$ cat config.mk
export PLATFORM = sky130hd
export DESIGN_NAME = psd_sqrt_stage
export DESIGN_NICKNAME = d
export VERILOG_FILES = /design/src/rtl/psd_pkg.sv /design/src/rtl/psd_sqrt_stage.sv
export SDC_FILE = /design/constraint.sdc
export NUM_CORES = 1
export LEC_CHECK = 0
export ABC_AREA = 1
export ABC_CLOCK_PERIOD_IN_PS = 2200
export BUFFER_PORTS_ARGS = -buffer_cell sky130_fd_sc_hd__buf_2
export CORE_MARGIN = 5
export CORE_UTILIZATION = 35
export CTS_CLUSTER_SIZE = 16
export DETAILED_ROUTE_END_ITERATION = 6
export GPL_TIMING_DRIVEN = 0
export PLACE_DENSITY_LB_ADDON = 0.12
export REMOVE_ABC_BUFFERS = 1
export SETUP_SLACK_MARGIN = 0.05
export SLEW_MARGIN = 20
export SYNTH_ARGS = -nofsm -noshare
export SYNTH_HDL_FRONTEND = slang
export SYNTH_SLANG_ARGS = --single-unit
$ cat constraint.sdc
create_clock -name clock -period 2.2 [get_ports clock]
set_clock_uncertainty 0.2 [all_clocks]
set_input_delay 0.22 -clock clock [delete_from_list [all_inputs] [get_ports clock]]
set_output_delay 0.22 -clock clock [all_outputs]
set_load 0.005 [all_outputs]
$ cat src/rtl/psd_pkg.sv
// ----------------------------------------------------------------------------
// psd_pkg
// Shared types and constants of the point to segment distance unit.
// ----------------------------------------------------------------------------
package psd_pkg;

   // Default coordinate width in bits.
   localparam int COORD_WIDTH_DEFAULT = 32;

   // Closest region codes.
   typedef enum logic [1:0] {
      REGION_START        = 2'd0,
      REGION_INTERIOR     = 2'd1,
      REGION_END          = 2'd2,
      REGION_INTERIOR_END = 2'd3
   } region_type;

   // Control that travels with each item down the pipeline.
   typedef struct packed {
      logic       valid;
      region_type region;
      logic       sat;
   } tag_type;

endpackage

$ cat src/rtl/psd_sqrt_stage.sv
// ----------------------------------------------------------------------------
// psd_sqrt_stage
// One digit-by-digit integer square root step: one root bit per stage.
// ----------------------------------------------------------------------------
module psd_sqrt_stage #(
   parameter int QW    = 64,
   parameter int RW    = 32,
   parameter int SHIFT = 0
) (
   input  logic             clock,
   input  logic             reset,
   input  logic             advance,
   input  psd_pkg::tag_type tag_in,
   input  logic [QW-1:0]    rem_in,
   input  logic [RW-1:0]    root_in,
   output psd_pkg::tag_type tag_out,
   output logic [QW-1:0]    rem_out,
   output logic [RW-1:0]    root_out
);
   logic [QW:0] trial;
   logic        fits;

   // (2r + 2^i) * 2^i, the growth of r^2 when bit i is set.
   assign trial = ((QW + 1)'(root_in) << (SHIFT + 1)) + ((QW + 1)'(1) << (2 * SHIFT));
   assign fits  = {1'b0, rem_in} >= trial;

   // Valid bit.
   always_ff @(posedge clock) begin
      if (reset) begin
         tag_out.valid <= 1'b0;
      end else if (advance) begin
         tag_out.valid <= tag_in.valid;
      end
   end

   // Accept the root bit where the remainder allows it.
   always_ff @(posedge clock) begin
      if (advance) begin
         tag_out.region <= tag_in.region;
         tag_out.sat    <= tag_in.sat;
         rem_out        <= fits ? rem_in - trial[QW-1:0] : rem_in;
         root_out       <= fits ? root_in | (RW'(1) << SHIFT) : root_in;
      end
   end

endmodule

==> results_dict.tcl <==
set metrics [dict create \
    area_delta_synth_final_pct 42.5 \
    path_clk_slew_ns 0.07 \
    antenna_found_initial 0 \
    nets 1571 \
    syn_area_um2 7830 \
    fp.dieW_um 160 \
    period_minus_slack_ns 2.09 \
    status "completed" \
    ant_nets 0 \
    synth_cells 1127 \
    path_max_fanout 7 \
    setup_ws_ns 0.108 \
    synth_top_area_share_pct 38.0 \
    cts_sinks 100 \
    detailed_place_hpwl_mm 21.7 \
    first_iter_violations 483 \
    cpPeakStageDelay_ns 0.31 \
    fin_cells 1719 \
    ctsHtreeMaxLevel 3 \
    finalSetupViolations 0 \
    drive_gt1_share_pct 28.6 \
    post-route-util_pct 50.8 \
    relSlewSlack_pct 69.7 \
    ys_seq_elements 100 \
    ys_types 34 \
    endpoint_kind "register" \
    tightest_slew_ns 0.450 \
    gr-total-overflow 0 \
    vias 8039 \
    peakVddDrop_mv 0.314 \
    ys_top_cells_by_area "edfxtp_1 38%, nand2_1 21%, inv_1 9.9%" \
    grt_pass1_wl_mm 43.3 \
    p_per_area_nw_per_um2 513 \
    grt_pass1_vias 7840 \
    cp_top_family "simple AND/OR/NAND/NOR gates" \
    gp_congestion 0.920 \
    drv_cap 0 \
    final_common_cell "nand2_1" \
    slowest_stage "ha_4" \
    cp_data_required_time_ns 2.11 \
    core_area_um2 22000 \
    diodes 0 \
    r2r_setup_slack_ns 0.87 \
    rows 54 \
    hold_viol 0 \
    syn_avg_cell_area_um2 6.95 \
    grt_util_all_layers_pct 21.7 \
    postRouteWirelength_mm 29.0 \
    yosys.area.top_type "edfxtp_1" \
    port_buffers 202 \
    wl_per_cell_um 16.8 \
    rsz0062_at_grt "yes" \
    crit_type "in2reg" \
    ys_seq_area_share_pct 38.2 \
    grt_max_degree 59 \
    path_common_cell "nand2_2" \
    cts_buffer_depth 2 \
    leakage_nw 5.35 \
    hp-class "in2reg" \
    placed_cells 1601 \
    fmax_ghz 0.478 \
    cp.arrival_ns 2.01 \
    die_y_um 160 \
    cts_made_buffers 9 \
    place_ws_ns -1.05 \
    crit_buf_inv 5 \
    insertion_delay_ns 0.36 \
    dr.pass1.iters 6 \
    fin_crit_sh_pct 95.1 \
    start_kind "primary input" \
    design_area_um2 11200 \
    die-area_um2 25500 \
    root_buffer "clkbuf_16" \
    dpl-instance-area_um2 9160 \
    viasPerCell 4.68 \
    drc 0 \
    ys_warn_count 0 \
    start_util_pct 35.7 \
    path_cells "buf_2 -> inv_1 -> ha_4 -> nand2_1 -> nand3_4 -> nand2_2 -> nand2_2 -> nand2_2 -> nand2_2 -> nand2_2 -> nand2_4 -> nand2_4 -> nand2_8 -> inv_16 -> buf_12 -> clkbuf_16 -> nand2_4 -> o21ai_2" \
    drv_slew 0 \
    ios 203 \
    tritoncts "yes" \
    final_cell_mix "403 x nand2_1, 199 x inv_1, 199 x buf_2" \
]
## cells in the mapped netlist, drive strengths merged
cell and number:
clkbuf 1, nand2 446, dfxtp 1, xor2 9, edfxtp 99, mux2i 1, nand3 51, buf 9
nor3 17, o21bai 2, a21oi 50, nor2 128, ha 33, nand4 7, xnor2 21, o21a 1
or2 2, o21ai 28, a21o 2, nand3b 2, fa 1, inv 216
## report_power, final
part	switching (W)	internal, W
Sequential	0.0000431	0.00234
Combinational	0.000993	0.000770
Clock	0.000794	0.000774
## what timing repair did
item,CTS,global route
hold buffers,66,1
resized for setup,57,64
buffers inserted,15,13
endpoints found under the hold margin,65,1
gates cloned,3,4
pin swaps,8,10
setup endpoints to repair,64,61
## final timing paths
kind                                         startpoint                      end  cells after the start
worst min-delay path                         rem_in[12]    rem_out[12]$_DFFE_PP_                      3
worst max-delay path                         root_in[2]    rem_out[14]$_DFFE_PP_                     18
worst min register to register  tag_out[3]$_SDFFE_PP0P_  tag_out[3]$_SDFFE_PP0P_                      3
worst max register to register  tag_out[3]$_SDFFE_PP0P_  tag_out[3]$_SDFFE_PP0P_                      3
## cell families after synthesis
group	count (synthesis)	share of synthesized area, %
flops	100	38.2
simple gates	653	33.9
buf+inv	226	11.6
compound gates	83	7.29
xor+xnor	30	3.36
mux	1	0.128
fa+ha+maj	34	5.53
## stage by stage
stage               total power (W)  setup TNS (ns)  hold slack (ns)
floorplan                   0.00324          -44.74           0.0924
global placement            0.00387         -140.19            0.179
detailed placement          0.00388          -55.81            0.190
CTS                         0.00567               0          0.00319
global route                0.00604               0           0.0134
finish                      0.00572               0          0.00829
## metal layers
| layer | GRT usage (%) | vias to the layer above | routed length (µm) |
|---|---|---|---|
| li1 | - | 4104 | - |
| met1 | 30.6 | 3687 | 13600 |
| met2 | 35.1 | 230 | 13100 |
| met3 | 3.83 | 18 | 1790 |
| met4 | 4.26 | 0 | 419 |
| met5 | 0 | - | 0 |
## sequential cells by signal, summed over array words and instances (netlist names)
register / count
rem_out: 64
root_out: 32
tag_out: 4
## tightest hold or removal path, stage by stage
cell	delay, ns
buf_2	0.11
nand2_1	0.05
o21ai_1	0.06
## area by class of cell
type	instances	area (µm²)
sequential	100	2990
tap	280	350
clock buffer	11	233
timing repair inverter	1	8.76
timing repair buffer	305	2160
clock inverter	5	36.3
fill	2179	10800
multi-input combinational	801	4540
inverter	216	827
Power figures use the tool's default switching activity.
