File: src/rtl/psd_pkg.sv
// ----------------------------------------------------------------------------
// psd_pkg
// Shared types and constants of the point to segment distance unit.
// ----------------------------------------------------------------------------
package psd_pkg;

   // Default coordinate width in bits.
   localparam int COORD_WIDTH_DEFAULT = 32;

   // Closest region codes.
   typedef enum logic [1:0] {
      REGION_START        = 2'd0,
      REGION_INTERIOR     = 2'd1,
      REGION_END          = 2'd2,
      REGION_INTERIOR_END = 2'd3
   } region_type;

   // Control that travels with each item down the pipeline.
   typedef struct packed {
      logic       valid;
      region_type region;
      logic       sat;
   } tag_type;

endpackage

File: src/rtl/psd_div_stage.sv
// ----------------------------------------------------------------------------
// psd_div_stage
// One restoring division step: one quotient bit per register stage.
// ----------------------------------------------------------------------------
module psd_div_stage #(
   parameter int NW    = 136,
   parameter int DW    = 68,
   parameter int QW    = 64,
   parameter int SHIFT = 0
) (
   input  logic             clock,
   input  logic             reset,
   input  logic             advance,
   input  psd_pkg::tag_type tag_in,
   input  logic [NW-1:0]    rem_in,
   input  logic [DW-1:0]    den_in,
   input  logic [QW:0]      quo_in,
   output psd_pkg::tag_type tag_out,
   output logic [NW-1:0]    rem_out,
   output logic [DW-1:0]    den_out,
   output logic [QW:0]      quo_out
);
   logic [NW-1:0] dsh;
   logic          fits;

   assign dsh  = NW'(den_in) << SHIFT;
   assign fits = rem_in >= dsh;

   // Valid bit.
   always_ff @(posedge clock) begin
      if (reset) begin
         tag_out.valid <= 1'b0;
      end else if (advance) begin
         tag_out.valid <= tag_in.valid;
      end
   end

   // Subtract the shifted divisor where it fits.
   always_ff @(posedge clock) begin
      if (advance) begin
         tag_out.region <= tag_in.region;
         tag_out.sat    <= tag_in.sat;
         den_out        <= den_in;
         rem_out        <= fits ? rem_in - dsh : rem_in;
         quo_out        <= fits ? quo_in | ((QW + 1)'(1) << SHIFT) : quo_in;
      end
   end

endmodule

File: config.mk
export PLATFORM = sky130hd
export DESIGN_NAME = psd_div_stage
export DESIGN_NICKNAME = d
export VERILOG_FILES = /design/src/rtl/psd_pkg.sv /design/src/rtl/psd_div_stage.sv
export SDC_FILE = /design/constraint.sdc
export NUM_CORES = 1
export LEC_CHECK = 0
export BUFFER_PORTS_ARGS = -buffer_cell sky130_fd_sc_hd__buf_2
export CORE_AREA = 2 2 213 215
export CTS_BUF_LIST = sky130_fd_sc_hd__clkbuf_2
export DETAILED_ROUTE_END_ITERATION = 8
export DIE_AREA = 0 0 215 217
export PLACE_DENSITY = 0.7
export SLEW_MARGIN = 10
export SYNTH_ARGS = -nofsm -noshare
export SYNTH_HDL_FRONTEND = slang
export SYNTH_SLANG_ARGS = --single-unit
File: constraint.sdc
create_clock -name clock -period 4.4 [get_ports clock]
set_input_delay 0.22 -clock clock [delete_from_list [all_inputs] [get_ports clock]]
set_output_delay 0.22 -clock clock [all_outputs]
set_load 0.005 [all_outputs]
==> results of run 1 <==
[logic make-up after synthesis]
family	share of synthesized area
buf+inv	0.0353
compound gates	0.145
fa+ha+maj	0.0558
mux	0.000641
flops	0.524
xor+xnor	0.0729
simple gates	0.166
[sequential cells by signal, summed over array words and instances (netlist names)]
name     cells
den_out     68
tag_out      4
quo_out     65
rem_out    136
[metrics by stage]
step | hold WS [ns] | cell area (sq um) | setup slack, ns | instances
finish | 0.141 | 25300 | 0.111 | 3309
global route | 0.0721 | 25300 | 0.0334 | 3307
CTS | 0.0000518 | 25300 | 0.325 | 3300
detailed placement | 0.383 | 19200 | 0.281 | 2630
global placement | 0.377 | 19200 | 0.338 | 2630
floorplan | 0.292 | 15600 | 1.24 | 1497
[timing repair]
item,4_1_cts,5_1_grt
resized for setup,0,1
setup buffers,0,3
endpoints found under the setup margin,0,9
endpoints found under the hold margin,422,0
hold buffers,536,0
[how the worst max path moves through the flow]
stage                     startpoint  cells after the start  slack (ns)            to
after floorplan            rem_in[0]                     14        1.24  rem_out[124]
after global placement     rem_in[0]                     14        0.34  rem_out[130]
after detailed placement   rem_in[0]                     14        0.28  rem_out[116]
after CTS                  den_in[0]                     16        0.33  rem_out[116]
after global routing       rem_in[0]                     17        0.03  rem_out[124]
final                      den_in[0]                     16        0.11  rem_out[116]
[routing by layer]
| layer | GRT usage | up-vias | wire (um) |
|---|---|---|---|
| met5 | 0 | - | 13 |
| met4 | 0.149 | 2 | 3370 |
| met2 | 0.504 | 1018 | 34300 |
| met1 | 0.348 | 8375 | 27200 |
| li1 | - | 7873 | - |
| met3 | 0.0593 | 220 | 5800 |
[final cells by class]
| class | count | area share |
|---|---|---|
| flip-flops and latches | 273 | 0.323 |
| well taps | 600 | 0.0296 |
| clock buffers | 98 | 0.0194 |
| repair buffers | 1114 | 0.330 |
| clock inverters | 36 | 0.0106 |
| inverters | 96 | 0.0142 |
| multi-input cells | 1086 | 0.272 |
| diodes | 6 | 0.000593 |
[power by group through the flow]
| stage | clock network [mW] | logic, mW | registers, mW |
|---|---|---|---|
| after floorplan | 0 | 0.669 | 3.34 |
| after global placement | 0 | 1.47 | 3.31 |
| after detailed placement | 0 | 1.48 | 3.32 |
| after CTS | 2.13 | 1.89 | 3.26 |
| after global routing | 2.31 | 2.09 | 3.29 |
| final | 2.14 | 1.95 | 3.28 |
[synthesized netlist by cell type, drive strengths merged, types with 6 or more instances]
cell type / instances / area, sq um
edfxtp: 272 / 8170
nor2: 165 / 638
a21oi: 154 / 771
nand2: 119 / 449
inv: 96 / 360
xor2: 84 / 736
o21ai: 78 / 413
ha: 68 / 851
nor3: 54 / 270
xnor2: 46 / 403
nor4: 39 / 244
nand4: 37 / 231
clkbuf: 33 / 124
a21o: 23 / 173
o21bai: 23 / 173
or3: 23 / 154
nand3: 21 / 110
o21a: 14 / 105
or4: 12 / 90.1
a211oi: 9 / 80.1
a31oi: 9 / 77.6
buf: 9 / 66.3
and3: 8 / 50.1
nand2b: 8 / 57.6
nor2b: 8 / 50.1
o211ai: 8 / 101
a21boi: 7 / 52.6
and2: 6 / 37.5
[critical path: cells and delay by family]
kind                     cells  cell delay (ns)
AO/OA/AOI/OAI                5             1.81
XOR/XNOR                     1             0.17
adder cells (fa/ha/maj)      2             0.66
buffers and inverters        4             1.49
AND/OR/NAND/NOR              4             0.63
==> flow_summary.toml, run 1 <==
[layout]
area_growth_pct = 62.2
final_cell_mix = "547 x buf_2, 536 x dlygate4sd3_1, 272 x edfxtp_1"
drive_gt1_frac = 0.266
multi_input_area_sq_mm = 0.00688
nNetsFinal = 2992
utilization = 0.567
n_fill_cell = 3776
ff_latch_area_sq_mm = 0.00819
final_common_cell = "buf_2"

[cts]
htreeDepth = 3
numCtsBuffers = 76
cts_tree = "yes"
clk_pin_slew_ns = 0.11
cts_sinks = 273
clock_latency_ns = 0.94
clock_path_buffers = 3
root_buffer = "clkbuf_2"

[pwr]
p_total_mw = 7.37
intPower_mw = 4.99
combPwrFrac = 0.265
seqPwrFrac = 0.445
p_switching_mw = 2.38
clock_power_share = 0.290
pwr_density_cell_mw_per_mm2 = 291
power_switching_share = 0.323
p_leak_nw = 10.9
vdd_drop_max_mv = 0.221

[place]
hpwl_mm = 46.8
io_buffers = 548
gp_congestion = 0.902

[detailed_routing]
viasPerCell = 5.28
drt-total-wl_mm = 70.7
via_count = 17500
drc_errors = 0
wire_per_inst_um = 21.4
drtPass1Iterations = 5
ant_nets = 0
drtIter0Drc = 1527

[critical_path]
rrSetupSlack_ns = 3.26
cp_slowest_cell = "a2111oi_1"
arrival_ns = 4.99
reg2reg_depth = 3
reg2reg_from = "tag_out[3]"
start_kind = "input port"
critPathRequiredTime_ns = 5.11
r2r_end = "tag_out[3]"
crit_chain = "dlygate4sd3_1, buf_2, ha_1, fa_1, nor2b_1, o31a_1, o21ai_0, a21oi_1, o21ai_0, a2111oi_1, nor3_1, nor2b_1, buf_4, nor4_1, xor2_1, dlygate4sd3_1"
endpoint_kind = "register"
worstSetupPathType = "input port to register"
crit_fanout = 9
crit_path_max_incr_delay_ns = 0.64

[sta]
fin_skew_ns = 0
hold_viol_final = 0
grt_setup_unrepaired = "no"
max_freq_ghz = 0.233
period_share = 0.975
finalCriticalPeriod_ns = 4.29
slew-limit-headroom = 0.509
timing.setup.tns_ns = 0
slew_violations = 0
tightest_slew_ns = 0.719
final-setup-viol-count = 0

[die]
fp.dieArea_sq_mm = 0.0467
start_util = 0.349
die_height_um = 217
core_area_sq_mm = 0.0447
ios = 549
rows = 78
die_w_um = 215

[global_routing]
grt_pass1_vias = 17900
antenna_found_initial = 5
grt_overflow_total = 0
grt_pass1_wl_mm = 105
grtUsageTotal = 0.293
grt_max_degree = 80

[synth]
ys_seq_area_frac = 0.524
synth_area_sq_mm = 0.0156
ys_async_sr_fraction = 0
syn_nets = 1842
synth_flop_cell = "edfxtp_1"
synth_edf_count = 272
avgSynthCellArea_sq_um = 10.4
yosys_register_bits = 273
netlist_instances = 1497
ys_warn_count = 0
ys_types = 70

[run]
drv_cap = 0

[status]
status = "completed"

[min_path]
hold_path_class = "input port to register"
whs_path_depth = 4
hold_start = "rem_in[12]"
hold_end = "rem_out[12]"
Note: power is estimated with default switching activity, not from simulation.
==> inputs of run 2 (changes only) <==
- RECOVER_POWER: unset -> 25
==> flow_summary.toml, run 2 (synthesized netlist as in run 1, its figures left out) <==
[critical_path]
crit_chain = "dlygate4sd3_1, clkbuf_1, inv_1, ha_1, nor2b_1, o31a_1, o21ai_0, a21oi_1, o211ai_1, and3b_1, o21ai_4, buf_4, nor2_8, buf_4, a211oi_1, a21o_1, dlygate4sd3_1"
cp_num_buf_inv = 6
endpoint_kind = "register"
cp_slowest_cell = "dlygate4sd3_1"
worstSetupPathType = "input port to register"
crit_fanout = 25
start_kind = "input port"
critPathRequiredTime_ns = 5.12
arrival_ns = 5.00
cp_top_family = "buffers and inverters"
crit_path_max_incr_delay_ns = 0.55

[sta]
slew-limit-headroom = -0.592
slew_violations = 79
tightest_slew_ns = 2.39
fin_skew_ns = 0
grt_setup_unrepaired = "no"
final-setup-viol-count = 0
period_share = 0.975
hold_viol_final = 0
timing.setup.tns_ns = 0
finalCriticalPeriod_ns = 4.29
max_freq_ghz = 0.233

[detailed_routing]
drtIter0Drc = 1514
via_count = 17600
ant_nets = 0
drtPass1Iterations = 5
drt-total-wl_mm = 70.6
wire_per_inst_um = 21.3
drc_errors = 0
viasPerCell = 5.31

[die]
ios = 549
die_w_um = 215
fp.dieArea_sq_mm = 0.0467
die_height_um = 217
core_area_sq_mm = 0.0447
start_util = 0.349
rows = 78

[place]
hpwl_mm = 46.8
gp_congestion = 0.902
post_dp_cell_area_sq_mm = 0.0192
io_buffers = 548

[layout]
final_common_cell = "dlygate4sd3_1"
nNetsFinal = 2992
reg_top3 = "rem_out: 136 flops, den_out: 68 flops, quo_out: 65 flops"
final_cell_mix = "536 x dlygate4sd3_1, 484 x buf_2, 272 x edfxtp_1"
top_register = "rem_out"
stdcell_area_sq_mm = 0.0252
area_growth_pct = 61.6
drive_gt1_frac = 0.243
largest_reg_flops = 136

[min_path]
hold_path_class = "input port to register"

[status]
violations = "capacitance limit, slew limit"
status = "finished with violations"

[pwr]
pwr_density_cell_mw_per_mm2 = 292
p_leak_nw = 10.7
vdd_drop_max_mv = 0.219

[cts]
clock_path_buffers = 3
cts_tree = "yes"
htreeDepth = 3
cts_sinks = 273
root_buffer = "clkbuf_2"
numCtsBuffers = 76
clk_pin_slew_ns = 0.11
clock_latency_ns = 0.94

[global_routing]
grt_pass1_wl_mm = 105
grt_pass1_vias = 17900
grt_overflow_total = 0
grt_max_degree = 80
grtUsageTotal = 0.293
antenna_found_initial = 5

[run]
drv_cap = 1
[run 2: cell type report]
class	instances	area, sq um
fill	3816	19500
timing repair buffer	1114	8280
sequential	273	8190
multi-input combinational	1086	6880
tap	600	751
clock buffer	98	490
inverter	96	360
clock inverter	36	268
antenna	5	12.5
[run 2: layer usage]
layer / vias up / wire (um) / global-route usage
met1: 8397 / 27000 / 0.348
met4: 2 / 3310 / 0.149
met3: 218 / 5880 / 0.0593
met5: - / 13 / 0
met2: 1054 / 34400 / 0.504
li1: 7882 / - / -
[run 2: final timing paths]
check | start | endpoint | slack [ns] | cells past startpoint
min | rem_in[12] | rem_out[12] | 0.14 | 4
max | den_in[2] | rem_out[4] | 0.11 | 17
min reg2reg | tag_out[3] | tag_out[3] | 1.07 | 3
max reg2reg | tag_out[3] | tag_out[3] | 3.26 | 3
[run 2: power by group]
group          total, mW  switching [mW]  internal, mW
combinational       1.95            1.01         0.934
sequential          3.28          0.0957          3.18
clock               2.14            1.27         0.866
total               7.36            2.38          4.98
[run 2: timing repair]
| item | CTS | global route |
|---|---|---|
| hold endpoints to repair | 422 | 0 |
| hold buffers | 536 | 0 |
| endpoints found under the setup margin | 0 | 9 |
| setup buffers | 0 | 3 |
| resized for setup | 0 | 1 |
[run 2: tightest hold or removal path: stages]
cell           delay (ns)
dlygate4sd3_1        0.53
buf_2                0.11
nor2_1               0.04
a21oi_1              0.12
[run 2: stage by stage]
step / worst slack, ns / power, mW / hold WS (ns) / utilization / cells
2_1_floorplan: 1.24 / 4.01 / 0.292 / - / 1497
3_3_place_gp: 0.338 / 4.78 / 0.377 / 0.429 / 2630
3_5_place_dp: 0.281 / 4.79 / 0.383 / 0.429 / 2630
4_1_cts: 0.325 / 7.27 / 0.0000518 / 0.566 / 3300
5_1_grt: 0.0333 / 7.68 / 0.0721 / 0.564 / 3307
6_report: 0.112 / 7.36 / 0.144 / 0.564 / 3308
